===== src/design/lfe_pkg.sv =====
// Shared widths, limits and command type for the linear fit extrapolator.
package lfe_pkg;

    localparam int MAX_SAMPLES = 1024;
    localparam int SAMPLE_BITS = 16;
    localparam int FIELD_W     = 16;
    localparam int PRED_W      = 32;
    localparam int FRAC_BITS   = 8;
    localparam int RUNLEN_W    = 11;
    localparam int NUM_COMP    = 3;
    localparam int COMP_W      = $clog2(NUM_COMP);

    localparam int CNT_W  = $clog2(MAX_SAMPLES + 1);
    localparam int POS_W  = $clog2(MAX_SAMPLES);
    localparam int SV_W   = SAMPLE_BITS + POS_W + 1;
    localparam int SW_W   = SAMPLE_BITS + 2 * POS_W;
    localparam int WP_W   = SAMPLE_BITS + POS_W + 1;
    localparam int PROD_W = SV_W + CNT_W + 1;
    localparam int TRI_W  = SW_W + 2;
    localparam int DIFF_W = ((PROD_W > TRI_W) ? PROD_W : TRI_W) + 1;
    localparam int NUM_W  = DIFF_W + FRAC_BITS + 1;
    localparam int DEN_W  = 2 * CNT_W;
    localparam int BIT_W  = $clog2(NUM_W);

    localparam logic [NUM_W:0] POS_LIM = (NUM_W + 1)'({1'b0, {(PRED_W - 1){1'b1}}});
    localparam logic [NUM_W:0] NEG_LIM = (NUM_W + 1)'({1'b1, {(PRED_W - 1){1'b0}}});

    localparam int IN_TDATA_W   = ((NUM_COMP * FIELD_W + 7) / 8) * 8;
    localparam int OUT_PAY_W    = NUM_COMP * PRED_W + RUNLEN_W;
    localparam int OUT_TDATA_W  = ((OUT_PAY_W + 7) / 8) * 8;
    localparam int OUT_TUSER_W  = 2;

    typedef struct packed {
        logic              acc;
        logic              setup;
        logic              mul;
        logic              num;
        logic              step;
        logic              fin;
        logic              push;
        logic [COMP_W-1:0] comp;
    } t_dp_cmd;

endpackage


===== src/design/linear_fit_extrapolator_unit.sv =====
// Top level of the least-squares linear fit extrapolator.
// Samples arrive one beat per cycle at positions 0..n-1; the beat with tlast
// closes the run. While a run is filling, a beat is taken every cycle even if
// the previous result is still waiting on the output. After the closing beat
// the fit of all three components runs on one shared bit-serial divider, one
// quotient bit per cycle, and then waits for the output register to free up.
// No beat is taken until the result is pushed. Runs beyond MAX_SAMPLES keep
// only the first MAX_SAMPLES samples and report clipped; a one-sample run
// returns that sample and sets single_sample.
module linear_fit_extrapolator_unit
    import lfe_pkg::*;
(
    input  logic                   i_clk,
    input  logic                   i_rst_n,
    input  logic                   s_axis_tvalid,
    output logic                   s_axis_tready,
    input  logic [IN_TDATA_W-1:0]  s_axis_tdata,  // sample_x, sample_y, sample_z
    input  logic                   s_axis_tlast,  // last_sample
    output logic                   m_axis_tvalid,
    input  logic                   m_axis_tready,
    output logic [OUT_TDATA_W-1:0] m_axis_tdata,  // pred_x, pred_y, pred_z, run_length, pad
    output logic [OUT_TUSER_W-1:0] m_axis_tuser   // single_sample, clipped
);

    t_dp_cmd w_cmd;

    lfe_ctrl u_ctrl (
        .i_clk         (i_clk),
        .i_rst_n       (i_rst_n),
        .s_axis_tvalid (s_axis_tvalid),
        .s_axis_tready (s_axis_tready),
        .s_axis_tlast  (s_axis_tlast),
        .m_axis_tvalid (m_axis_tvalid),
        .m_axis_tready (m_axis_tready),
        .o_cmd         (w_cmd)
    );

    lfe_dp u_dp (
        .i_clk   (i_clk),
        .i_rst_n (i_rst_n),
        .i_cmd   (w_cmd),
        .i_tdata (s_axis_tdata),
        .o_tdata (m_axis_tdata),
        .o_tuser (m_axis_tuser)
    );

endmodule


===== src/design/lfe_ctrl.sv =====
// Sequencer for accumulation, the per-component fit and the output register.
module lfe_ctrl
    import lfe_pkg::*;
(
    input  logic    i_clk,
    input  logic    i_rst_n,
    input  logic    s_axis_tvalid,
    output logic    s_axis_tready,
    input  logic    s_axis_tlast,
    output logic    m_axis_tvalid,
    input  logic    m_axis_tready,
    output t_dp_cmd o_cmd
);

    typedef enum logic [6:0] {
        S_ACC   = 7'b0000001,
        S_SETUP = 7'b0000010,
        S_MUL   = 7'b0000100,
        S_NUM   = 7'b0001000,
        S_DIV   = 7'b0010000,
        S_FIN   = 7'b0100000,
        S_PUSH  = 7'b1000000
    } t_state;

    t_state            r_state, n_state;
    logic [COMP_W-1:0] r_comp, n_comp;
    logic [BIT_W-1:0]  r_bit, n_bit;
    logic              r_out_valid;
    logic              w_accept;
    logic              w_out_free;

    assign s_axis_tready = (r_state == S_ACC);
    assign w_accept      = s_axis_tvalid && s_axis_tready;
    assign w_out_free    = !r_out_valid || m_axis_tready;
    assign m_axis_tvalid = r_out_valid;

    always_comb begin
        n_state = r_state;
        n_comp  = r_comp;
        n_bit   = r_bit;
        o_cmd   = '0;
        o_cmd.comp = r_comp;
        unique case (r_state)
            S_ACC: begin
                o_cmd.acc = w_accept;
                if (w_accept && s_axis_tlast) begin
                    n_state = S_SETUP;
                end
            end
            S_SETUP: begin
                o_cmd.setup = 1'b1;
                n_comp  = '0;
                n_state = S_MUL;
            end
            S_MUL: begin
                o_cmd.mul = 1'b1;
                n_state = S_NUM;
            end
            S_NUM: begin
                o_cmd.num = 1'b1;
                n_bit   = '0;
                n_state = S_DIV;
            end
            S_DIV: begin
                o_cmd.step = 1'b1;
                n_bit = r_bit + 1'b1;
                if (r_bit == BIT_W'(NUM_W - 1)) begin
                    n_state = S_FIN;
                end
            end
            S_FIN: begin
                o_cmd.fin = 1'b1;
                if (r_comp == COMP_W'(NUM_COMP - 1)) begin
                    n_state = S_PUSH;
                end else begin
                    n_comp  = r_comp + 1'b1;
                    n_state = S_MUL;
                end
            end
            S_PUSH: begin
                if (w_out_free) begin
                    o_cmd.push = 1'b1;
                    n_state = S_ACC;
                end
            end
            default: begin
                n_state = S_ACC;
            end
        endcase
    end

    always_ff @(posedge i_clk) begin
        if (!i_rst_n) begin
            r_state     <= S_ACC;
            r_comp      <= '0;
            r_bit       <= '0;
            r_out_valid <= 1'b0;
        end else begin
            r_state <= n_state;
            r_comp  <= n_comp;
            r_bit   <= n_bit;
            if (o_cmd.push) begin
                r_out_valid <= 1'b1;
            end else if (m_axis_tready) begin
                r_out_valid <= 1'b0;
            end
        end
    end

endmodule


===== src/design/lfe_dp.sv =====
// Sums, numerator build, shared restoring divider, rounding and output beat.
module lfe_dp
    import lfe_pkg::*;
(
    input  logic                   i_clk,
    input  logic                   i_rst_n,
    input  t_dp_cmd                i_cmd,
    input  logic [IN_TDATA_W-1:0]  i_tdata,
    output logic [OUT_TDATA_W-1:0] o_tdata,
    output logic [OUT_TUSER_W-1:0] o_tuser
);

    logic        [CNT_W-1:0]  r_count;
    logic signed [SV_W-1:0]   r_sv [NUM_COMP];
    logic signed [SW_W-1:0]   r_sw [NUM_COMP];
    logic                     r_dropped;

    logic        [DEN_W-1:0]  r_den;
    logic                     r_single;
    logic signed [PROD_W-1:0] r_prod;
    logic signed [TRI_W-1:0]  r_tri;
    logic        [NUM_W-1:0]  r_quo;
    logic        [DEN_W-1:0]  r_rem;
    logic                     r_neg;
    logic                     r_sat;
    logic        [PRED_W-1:0] r_res [NUM_COMP];

    logic        [PRED_W-1:0] r_out_pred [NUM_COMP];
    logic        [CNT_W-1:0]  r_out_len;
    logic                     r_out_single;
    logic                     r_out_clip;

    logic                     w_room;
    logic        [POS_W-1:0]  w_pos;
    logic signed [SV_W-1:0]   w_sv_sel;
    logic signed [SW_W-1:0]   w_sw_sel;
    logic        [CNT_W-1:0]  w_nm1;
    logic signed [DIFF_W-1:0] w_diff;
    logic signed [NUM_W-1:0]  w_num;
    logic        [NUM_W-1:0]  w_mag;
    logic        [DEN_W:0]    w_rem_sh;
    logic                     w_ge;
    logic                     w_round;
    logic        [NUM_W:0]    w_q;
    logic        [PRED_W-1:0] w_res;
    logic                     w_sat;

    assign w_room   = (r_count < CNT_W'(MAX_SAMPLES));
    assign w_pos    = r_count[POS_W-1:0];
    assign w_sv_sel = r_sv[i_cmd.comp];
    assign w_sw_sel = r_sw[i_cmd.comp];
    assign w_nm1    = r_count - 1'b1;
    assign w_diff   = DIFF_W'(r_tri) - DIFF_W'(r_prod);

    always_comb begin
        if (r_single) begin
            w_num = NUM_W'(w_sv_sel) <<< FRAC_BITS;
        end else begin
            w_num = NUM_W'(w_diff) <<< (FRAC_BITS + 1);
        end
        w_mag = w_num[NUM_W-1] ? (NUM_W'(0) - NUM_W'(w_num)) : NUM_W'(w_num);
    end

    assign w_rem_sh = {r_rem, r_quo[NUM_W-1]};
    assign w_ge     = (w_rem_sh >= {1'b0, r_den});
    assign w_round  = ({r_rem, 1'b0} >= {1'b0, r_den});
    assign w_q      = {1'b0, r_quo} + (NUM_W + 1)'(w_round);

    always_comb begin
        w_sat = 1'b0;
        w_res = '0;
        if (!r_neg) begin
            if (w_q > POS_LIM) begin
                w_sat = 1'b1;
                w_res = {1'b0, {(PRED_W - 1){1'b1}}};
            end else begin
                w_res = w_q[PRED_W-1:0];
            end
        end else begin
            if (w_q > NEG_LIM) begin
                w_sat = 1'b1;
                w_res = {1'b1, {(PRED_W - 1){1'b0}}};
            end else begin
                w_res = PRED_W'(0) - w_q[PRED_W-1:0];
            end
        end
    end

    // run state
    always_ff @(posedge i_clk) begin
        if (!i_rst_n || i_cmd.push) begin
            r_count   <= '0;
            r_dropped <= 1'b0;
            for (int c = 0; c < NUM_COMP; c++) begin
                r_sv[c] <= '0;
                r_sw[c] <= '0;
            end
        end else if (i_cmd.acc) begin
            if (w_room) begin
                r_count <= r_count + 1'b1;
                for (int c = 0; c < NUM_COMP; c++) begin
                    logic signed [SAMPLE_BITS-1:0] v_y;
                    logic signed [WP_W-1:0]        v_wp;
                    v_y  = i_tdata[c*FIELD_W +: SAMPLE_BITS];
                    v_wp = v_y * $signed({1'b0, w_pos});
                    r_sv[c] <= r_sv[c] + SV_W'(v_y);
                    r_sw[c] <= r_sw[c] + SW_W'(v_wp);
                end
            end else begin
                r_dropped <= 1'b1;
            end
        end
    end

    // fit datapath
    always_ff @(posedge i_clk) begin
        if (i_cmd.setup) begin
            r_single <= (r_count == CNT_W'(1));
            r_den    <= (r_count == CNT_W'(1)) ? DEN_W'(1) : DEN_W'(r_count * w_nm1);
        end
        if (i_cmd.mul) begin
            r_prod <= $signed({1'b0, w_nm1}) * w_sv_sel;
            r_tri  <= (TRI_W'(w_sw_sel) <<< 1) + TRI_W'(w_sw_sel);
        end
        if (i_cmd.num) begin
            r_quo <= w_mag;
            r_rem <= '0;
            r_neg <= w_num[NUM_W-1];
        end
        if (i_cmd.step) begin
            r_rem <= w_ge ? DEN_W'(w_rem_sh - {1'b0, r_den}) : DEN_W'(w_rem_sh);
            r_quo <= {r_quo[NUM_W-2:0], w_ge};
        end
        if (i_cmd.fin) begin
            r_res[i_cmd.comp] <= w_res;
        end
    end

    always_ff @(posedge i_clk) begin
        if (i_cmd.setup) begin
            r_sat <= 1'b0;
        end else if (i_cmd.fin && w_sat) begin
            r_sat <= 1'b1;
        end
    end

    // output beat
    always_ff @(posedge i_clk) begin
        if (i_cmd.push) begin
            for (int c = 0; c < NUM_COMP; c++) begin
                r_out_pred[c] <= r_res[c];
            end
            r_out_len    <= r_count;
            r_out_single <= r_single;
            r_out_clip   <= r_dropped || r_sat;
        end
    end

    assign o_tdata = OUT_TDATA_W'({RUNLEN_W'(r_out_len), r_out_pred[2], r_out_pred[1],
                                   r_out_pred[0]});
    assign o_tuser = {r_out_clip, r_out_single};

endmodule

===== config.mk =====
export PLATFORM = sky130hd
export DESIGN_NAME = linear_fit_extrapolator_unit
export DESIGN_NICKNAME = d
export VERILOG_FILES = /design/src/design/lfe_pkg.sv /design/src/design/linear_fit_extrapolator_unit.sv /design/src/design/lfe_ctrl.sv /design/src/design/lfe_dp.sv
export SDC_FILE = /design/constraint.sdc
export NUM_CORES = 2
export LEC_CHECK = 0
export BUFFER_PORTS_ARGS = -buffer_cell sky130_fd_sc_hd__clkbuf_2
export CORE_ASPECT_RATIO = 1.4
export CORE_MARGIN = 2
export CORE_UTILIZATION = 65
export CTS_CLUSTER_SIZE = 25
export DETAILED_ROUTE_END_ITERATION = 8
export PLACE_DENSITY_LB_ADDON = 0.3
export SYNTH_ARGS = -nofsm -noshare
export SYNTH_HDL_FRONTEND = slang
export SYNTH_SLANG_ARGS = --single-unit

===== constraint.sdc =====
create_clock -name i_clk -period 11.3 [get_ports i_clk]
set_clock_uncertainty 0.2 [all_clocks]
set_input_delay 1.695 -clock i_clk [delete_from_list [all_inputs] [get_ports i_clk]]
set_output_delay 1.695 -clock i_clk [all_outputs]
set_load 0.02 [all_outputs]

==> Word level (Yosys, flattened, before mapping) <==
Memory sizes are Yosys's and may differ from the RTL's. A register that Yosys moved wholly into a read port is not among the register bits.
Cells that the tools add are included.
{ "op_classes": {"multipliers": 5, "eq_ne": 14, "reduce_logical": 16, "n_addsub": 16, "n_mux": 51, "n_bitwise": 7, "order_cmp": 5} }
{ "ops": {"columns": ["op", "count"], "rows": [
  ["two-way mux 49 bit", 4],
  ["adder 36 x 27 -> 36 bit", 3],
  ["two-way mux 36 bit", 3],
  ["two-way mux 32 bit", 3],
  ["adder 27 x 16 -> 27 bit", 3],
  ["multiplier 16 x 11 -> 27 bit", 3],
  ["two-way mux 27 bit", 3],
  ["two-way mux 22 bit", 3],
  ["adder 49 x 1 -> 50 bit", 1],
  ["> comparator 50 x 31 -> 1 bit, second input constant", 1],
  ["> comparator 50 x 32 -> 1 bit, second input constant", 1],
  ["one-hot mux 7 bit (7 select lines)", 1],
  ["subtractor 1 x 49 -> 49 bit, first input constant", 1],
  [">= comparator 23 x 22 -> 1 bit", 2],
  ["subtractor 38 x 39 -> 40 bit", 1],
  ["multiplier 12 x 27 -> 39 bit", 1],
  ["adder 37 x 36 -> 38 bit", 1],
  ["subtractor 1 x 32 -> 32 bit, first input constant", 1],
  ["two-way mux 7 bit", 4],
  ["two-way mux 1 bit", 23],
  ["multiplier 11 x 11 -> 22 bit", 1],
  ["subtractor 22 bit", 1],
  ["one-hot mux 6 bit (2 select lines)", 1],
  ["adder 11 x 1 -> 11 bit, second input constant", 1],
  ["26 further kinds", 47]
]} }
{ "word_totals": {"out_inout_bits": 116, "regBits": 214, "in_bits": 53, "mem_bits_rw": 381, "wordCells": 135, "n_memories": 4} }
{ "memory_table": {"columns": ["memory", "words", "width", "read_ports", "rd_clocked_by_memory_dff", "wr", "line", "source"], "rows": [
  ["u_dp.r_sw", 3, 36, 4, 1, 3, "lfe_dp.sv:15", "logic signed [SW_W-1:0] r_sw [NUM_COMP];"],
  ["u_dp.r_out_pred", 3, 32, 3, 0, 3, "lfe_dp.sv:28", "logic [PRED_W-1:0] r_out_pred [NUM_COMP];"],
  ["u_dp.r_res", 3, 32, 3, 0, 1, "lfe_dp.sv:26", "logic [PRED_W-1:0] r_res [NUM_COMP];"],
  ["u_dp.r_sv", 3, 27, 4, 1, 3, "lfe_dp.sv:14", "logic signed [SV_W-1:0] r_sv [NUM_COMP];"]
]} }

==> Depth between registers and ports, before layout <==
{ "logic_depth": {"ltp_word": 8, "ltp_mapped": 32} }

==> By module <==
A second synthesis with hierarchy kept.
{ "unflattened": {"hier_cells": 7780, "hier_area_um2": 73932.2} }
{ "by_module_without_submodules": {"columns": ["mod", "seq_area_each_um2", "area_each_um2", "instances", "cells_per_inst"], "rows": [
  ["lfe_dp", 17256.6, 72966.2, 1, 7665],
  ["lfe_ctrl", 320.3, 965.9, 1, 115]
]} }

==> Least setup slack after synthesis <==
OpenSTA, ideal clock, no wires.
{ "synth_timing": {"kind": "reg2reg", "from": "register u_dp.r_count[0]", "to": "register u_dp.r_prod[38] (data pin)", "arrival_time_ns": 7.611, "period_less_slack_ns": 8.071, "stages_incl_launch_ff": 31, "setup_slack_ns": 3.229, "setup_time_ns": 0.260, "cell_sequence": "dfxtp_1 > clkbuf_1 > inv_1 > clkbuf_1 > ha_1 > inv_1 > or3_1 > ha_1 > clkbuf_1 > or2_2 > fa_1 > inv_1 > fa_1 > fa_1 > fa_1 > inv_1 > fa_1 > inv_1 > ha_1 > and3_1 > nand2_1 > nor3b_2 > a21oi_1 > or3b_1 > o41ai_1 > o21ai_1 > o41ai_1 > o21ai_1 > a21o_1 > a21oi_1 > xnor2_1"} }
{ "synth_between": {"elab_chain_len": 2} }
{ "synth_lines": {"columns": ["element", "line", "source"], "rows": [
  ["start, declared", "lfe_dp.sv:13", "logic [CNT_W-1:0] r_count;"],
  ["start signal, assigned", "lfe_dp.sv:100", "r_count <= r_count + 1'b1;"],
  ["subtractor 11 x 1 -> 11 bit", "lfe_dp.sv:52", "assign w_nm1 = r_count - 1'b1;"],
  ["net u_dp.w_nm1[0]", "lfe_dp.sv:37", "logic [CNT_W-1:0] w_nm1;"],
  ["multiplier 12 x 27 -> 39 bit", "lfe_dp.sv:122", "r_prod <= $signed({1'b0, w_nm1}) * w_sv_sel;"],
  ["end signal, assigned", "lfe_dp.sv:122", null],
  ["end, declared", "lfe_dp.sv:20", "logic signed [PROD_W-1:0] r_prod;"]
]} }
The timed path passes the listed nets, and every way through them passes these cells.
A chain may end at the register's enable or synchronous reset.

==> Worst setup path in the final report <==
{ "layout_timing": {"from": "register u_dp.r_count[2]", "to": "register u_dp.r_prod[38] (data pin)"} }
{ "layout_between": {"elab_chain_len": 2} }
{ "layout_lines": {"columns": ["element", "line"], "rows": [
  ["subtractor 11 x 1 -> 11 bit", "lfe_dp.sv:52"],
  ["multiplier 12 x 27 -> 39 bit", "lfe_dp.sv:122"]
]} }
Every way passes these cells.

==> out/results.txt <==
The die covers 116000 um^2. The share of the clock period used by the worst path works out to 80.7%. For the number of slew-limit violations in the final report, the log shows 0. The net count of the finished layout is 9278. The flow ran to the end, and the final reports show no timing, DRC or antenna violations. The tools report the post-cts resize count as 0.

Yosys attributes the largest share of cell area to sky130_fd_sc_hd__fa_1 (26%), sky130_fd_sc_hd__edfxtp_1 (23%), sky130_fd_sc_hd__ha_1 (9.5%), sky130_fd_sc_hd__inv_1 (7.3%), sky130_fd_sc_hd__nor2_1 (2.9%). The run gives 58600 as the via count of the first global-routing pass. The xor/xnor cell area share of the yosys netlist was 4.10%; the largest fanout on the critical path was 24.

The post-route netlist has 8.53% of its cells at a drive strength greater than 1. The die height is 402 um. After global routing the overflow that remains totals 0. The clock drives 597 sinks.

The final antenna-violating net count is 0, and the detailed placer's ending HPWL is 142000 um. The tools report the number of buffers inserted during clock tree synthesis as 61. The H-tree depth was 2; the register-to-register setup slack was 2.19 ns. Endpoint type of the worst setup path: a flip-flop. The headroom to the max-slew limit was 6.01%. Fraction of registers with async set/reset: 0%. The tools report the routability congestion estimate from global placement as 0.942.

The critical path in this run is classified as reg -> reg. The worst path meets setup with 2.19 ns of slack. Summing the areas of all compound-gate instances in the mapped netlist gives 9.47% of the synthesized area. The post-detailed-route DRC marker count was 0; the synthesis-stage register bit count was 597.

For this run, the top clock speed supported by timing is 110 MHz. For the number of antenna violations at the first check in global routing, the log shows 17. The global-route wire length before repair is 297000 um, and the arithmetic-cell share of the synthesized area counting full adders, half adders and majority gates is 36.0%. Dividing the detail-routed wire length by the instance count gives 19.7 um.

In this run the critical register-to-register path is launched from u_dp.r_count[2]. After synthesis the cells add up to 73400 um^2. The number of enable flip-flop cells after synthesis was 566.

The cell sitting at the root of the clock tree is a sky130_fd_sc_hd__clkbuf_16. The total count of hold-check failures in the final report came out at 0. Setup repair after global routing left no endpoint under its margin.

In the synthesized netlist the dominant register cell turns out to be sky130_fd_sc_hd__edfxtp_1. Entering global routing, the biggest net connects 78 pins. The run gives 24.0% as the sequential fraction of the synthesis area. Once the floorplan was initialized, standard cells occupied 65.7% of the core. The number of max-cap violations was 0; the fraction of synthesized area in multiplexers was 1.53%. Counting cells, the worst reg-to-reg path comes to 28. Setup total negative slack on the finished layout was measured at 0 ns. Row generation in the floorplan step produced 145 rows. The clock transition at the registers of the reported paths works out to 0.06 ns. Most common cell in the netlist: sky130_fd_sc_hd__inv_1.

The slew at the pin closest to its max-slew limit was 1.37 ns. The number of hold buffers added after CTS was 0. Relative to the synthesized area, the layout overhead comes to 5.66%. TritonCTS built the clock tree. The combinational family with the most area after synthesis is adder cells.

In this run the critical register-to-register path is captured at u_dp.r_prod[38]. No sink is reached through more buffers than the 3 on the longest clock path. Summed over all layers, the routed wires come to 181000 um. Port buffering added 163 buffers. Before antenna repair, the detailed router went through 6 iterations. For this run, the number of Yosys warnings is 0. The slowest stage of the critical path belongs to the cell sky130_fd_sc_hd__o41ai_1. Setup violations remaining at the end of the flow were counted as 0.

The largest area contributor in the synthesized netlist was sky130_fd_sc_hd__fa_1. The cell occurring most often along the worst timing path is sky130_fd_sc_hd__fa_1. The overall via count from detail_route is 54200. At the end of the flow the core is filled with cells to 69.4%.

Die boundary width: 288 um. The total area inside the core boundary comes to 112000 um^2. The setup slack after placement was 2.24 ns; the average via count per standard cell was 5.87. The clock reaches the later pin of the worst-skew pair after 0.68 ns.

In this design, the stage delay of the slowest critical-path cell is 0.67 ns. For the global-route usage over all layers, the log shows 32.4%. The commonest cells after synthesis are sky130_fd_sc_hd__inv_1 (1431), sky130_fd_sc_hd__fa_1 (970), sky130_fd_sc_hd__nor2_1 (574).

The most critical setup path has its startpoint at u_dp.r_count[2]. For the number of top-level pins, the log shows 169. The min-delay analysis places its worst path in the category reg -> reg. Required time of the critical path: 11.50 ns.

The minimum period implied by the final worst setup slack is 9.11 ns. The fraction of synthesized cell area taken by the top area cell type was 26.5%. The synthesized netlist devotes 15.8% of its cell area to simple gates.

The cell count after synthesis was 7702; the post-CTS repair timing setup buffer count was 0. For the count of unique library cells instantiated by Yosys, the log shows 110. The post-synthesis area per instance is 9.53 um^2. The detailed router finished its first iteration with 3223 violations. The worst setup path is launched from a flip-flop.

Data arrives at the worst endpoint at 9.31 ns. In this run the worst setup path terminates at u_dp.r_prod[38].
## area by class of cell
cell class,instances,area [um^2]
Timing Repair Buffer,238,1380
Antenna cell,7,17.5
Fill cell,8465,34200
Sequential cell,597,17600
Clock buffer,70,1560
Tap cell,1470,1840
Clock inverter,44,551
Multi-Input combinational cell,5365,49200
Inverter,1433,5380
## cell usage in the layout (no fill, tap or decap), drive strengths merged, types with 27 or more instances in the layout
master,count
nand4,42
nor2b,97
inv,1440
mux2i,93
buf,75
a21o,143
nand2,524
a21oi,325
xnor2,211
nor3,101
nor2,574
dfxtp,31
edfxtp,566
nand3,124
fa,970
o21bai,33
or2,232
o21ai,268
o31ai,35
nand2b,110
ha,559
clkbuf,233
or3,27
o21a,45
and2,282
a211oi,38
xor2,133
and3,66
a31oi,39
## state kept, by name (all words and copies together), names as in the netlist, named ones only
signal	cells
u_dp.r_count	11
u_dp.r_single	1
u_dp.r_dropped	1
u_ctrl.r_state	7
u_dp.r_out_single	1
u_dp.r_quo	49
u_dp.r_sat	1
u_ctrl.r_comp	2
u_ctrl.m_axis_tvalid	1
u_ctrl.r_bit	6
u_dp.r_out_len	11
u_dp.r_neg	1
u_dp.r_out_pred	96
u_dp.r_tri	38
u_dp.r_res	96
u_dp.r_prod	39
u_dp.r_rem	22
u_dp.r_sw	108
u_dp.r_out_clip	1
u_dp.r_sv	81
u_dp.r_den	22
## worst min-delay path by stage
stage	cells past startpoint	to	from
final	0	u_dp.r_out_pred[0][25]	u_dp.r_res[0][25]
after global routing	0	u_dp.r_out_pred[0][25]	u_dp.r_res[0][25]
after CTS	0	u_dp.r_out_pred[0][46]	u_dp.r_res[1][14]
after detailed placement	0	u_dp.r_out_pred[0][18]	u_dp.r_res[0][18]
after global placement	0	u_dp.r_out_pred[0][53]	u_dp.r_res[1][21]
after floorplan	0	u_dp.r_out_pred[0][0]	u_dp.r_res[0][0]
## worst max-delay path, delay by kind of cell (launching register included)
family,cells,cell delay [ns]
AND/OR/NAND/NOR,8,2.16
buffers and inverters,5,0.52
adder cells (fa/ha/maj),7,3.24
flip-flops,1,0.32
XOR/XNOR,1,0.09
AO/OA/AOI/OAI,7,2.28
## through the flow
stage / instance area, um^2 / hold WS, ns / cells
global placement: 75400 / 0.201 / 9103
detailed placement: 75400 / 0.205 / 9103
finish: 77600 / 0.218 / 9224
CTS: 77500 / 0.220 / 9217
floorplan: 73400 / 0.200 / 7706
global route: 77500 / 0.226 / 9218
## cell families after synthesis
family	count (synthesis)
and+or+nand+nor	2286
DFF	597
other	1
xor gates and xnor gates	344
muxes	110
AOI/OAI and AO/OA	1091
adders and majority gates	1529
buffers and inverters	1744
## layer usage
metal / GRT usage (%) / vias up / wire length, um
li1: - / 24800 / -
met1: 36.3 / 26800 / 63900
met2: 59.6 / 1903 / 95800
met3: 4.63 / 605 / 11700
met4: 15.8 / 18 / 9680
met5: 0 / - / 126
Power is not shown: default switching activity piles up to over one toggle a cycle in this logic, so the estimate is an artifact.
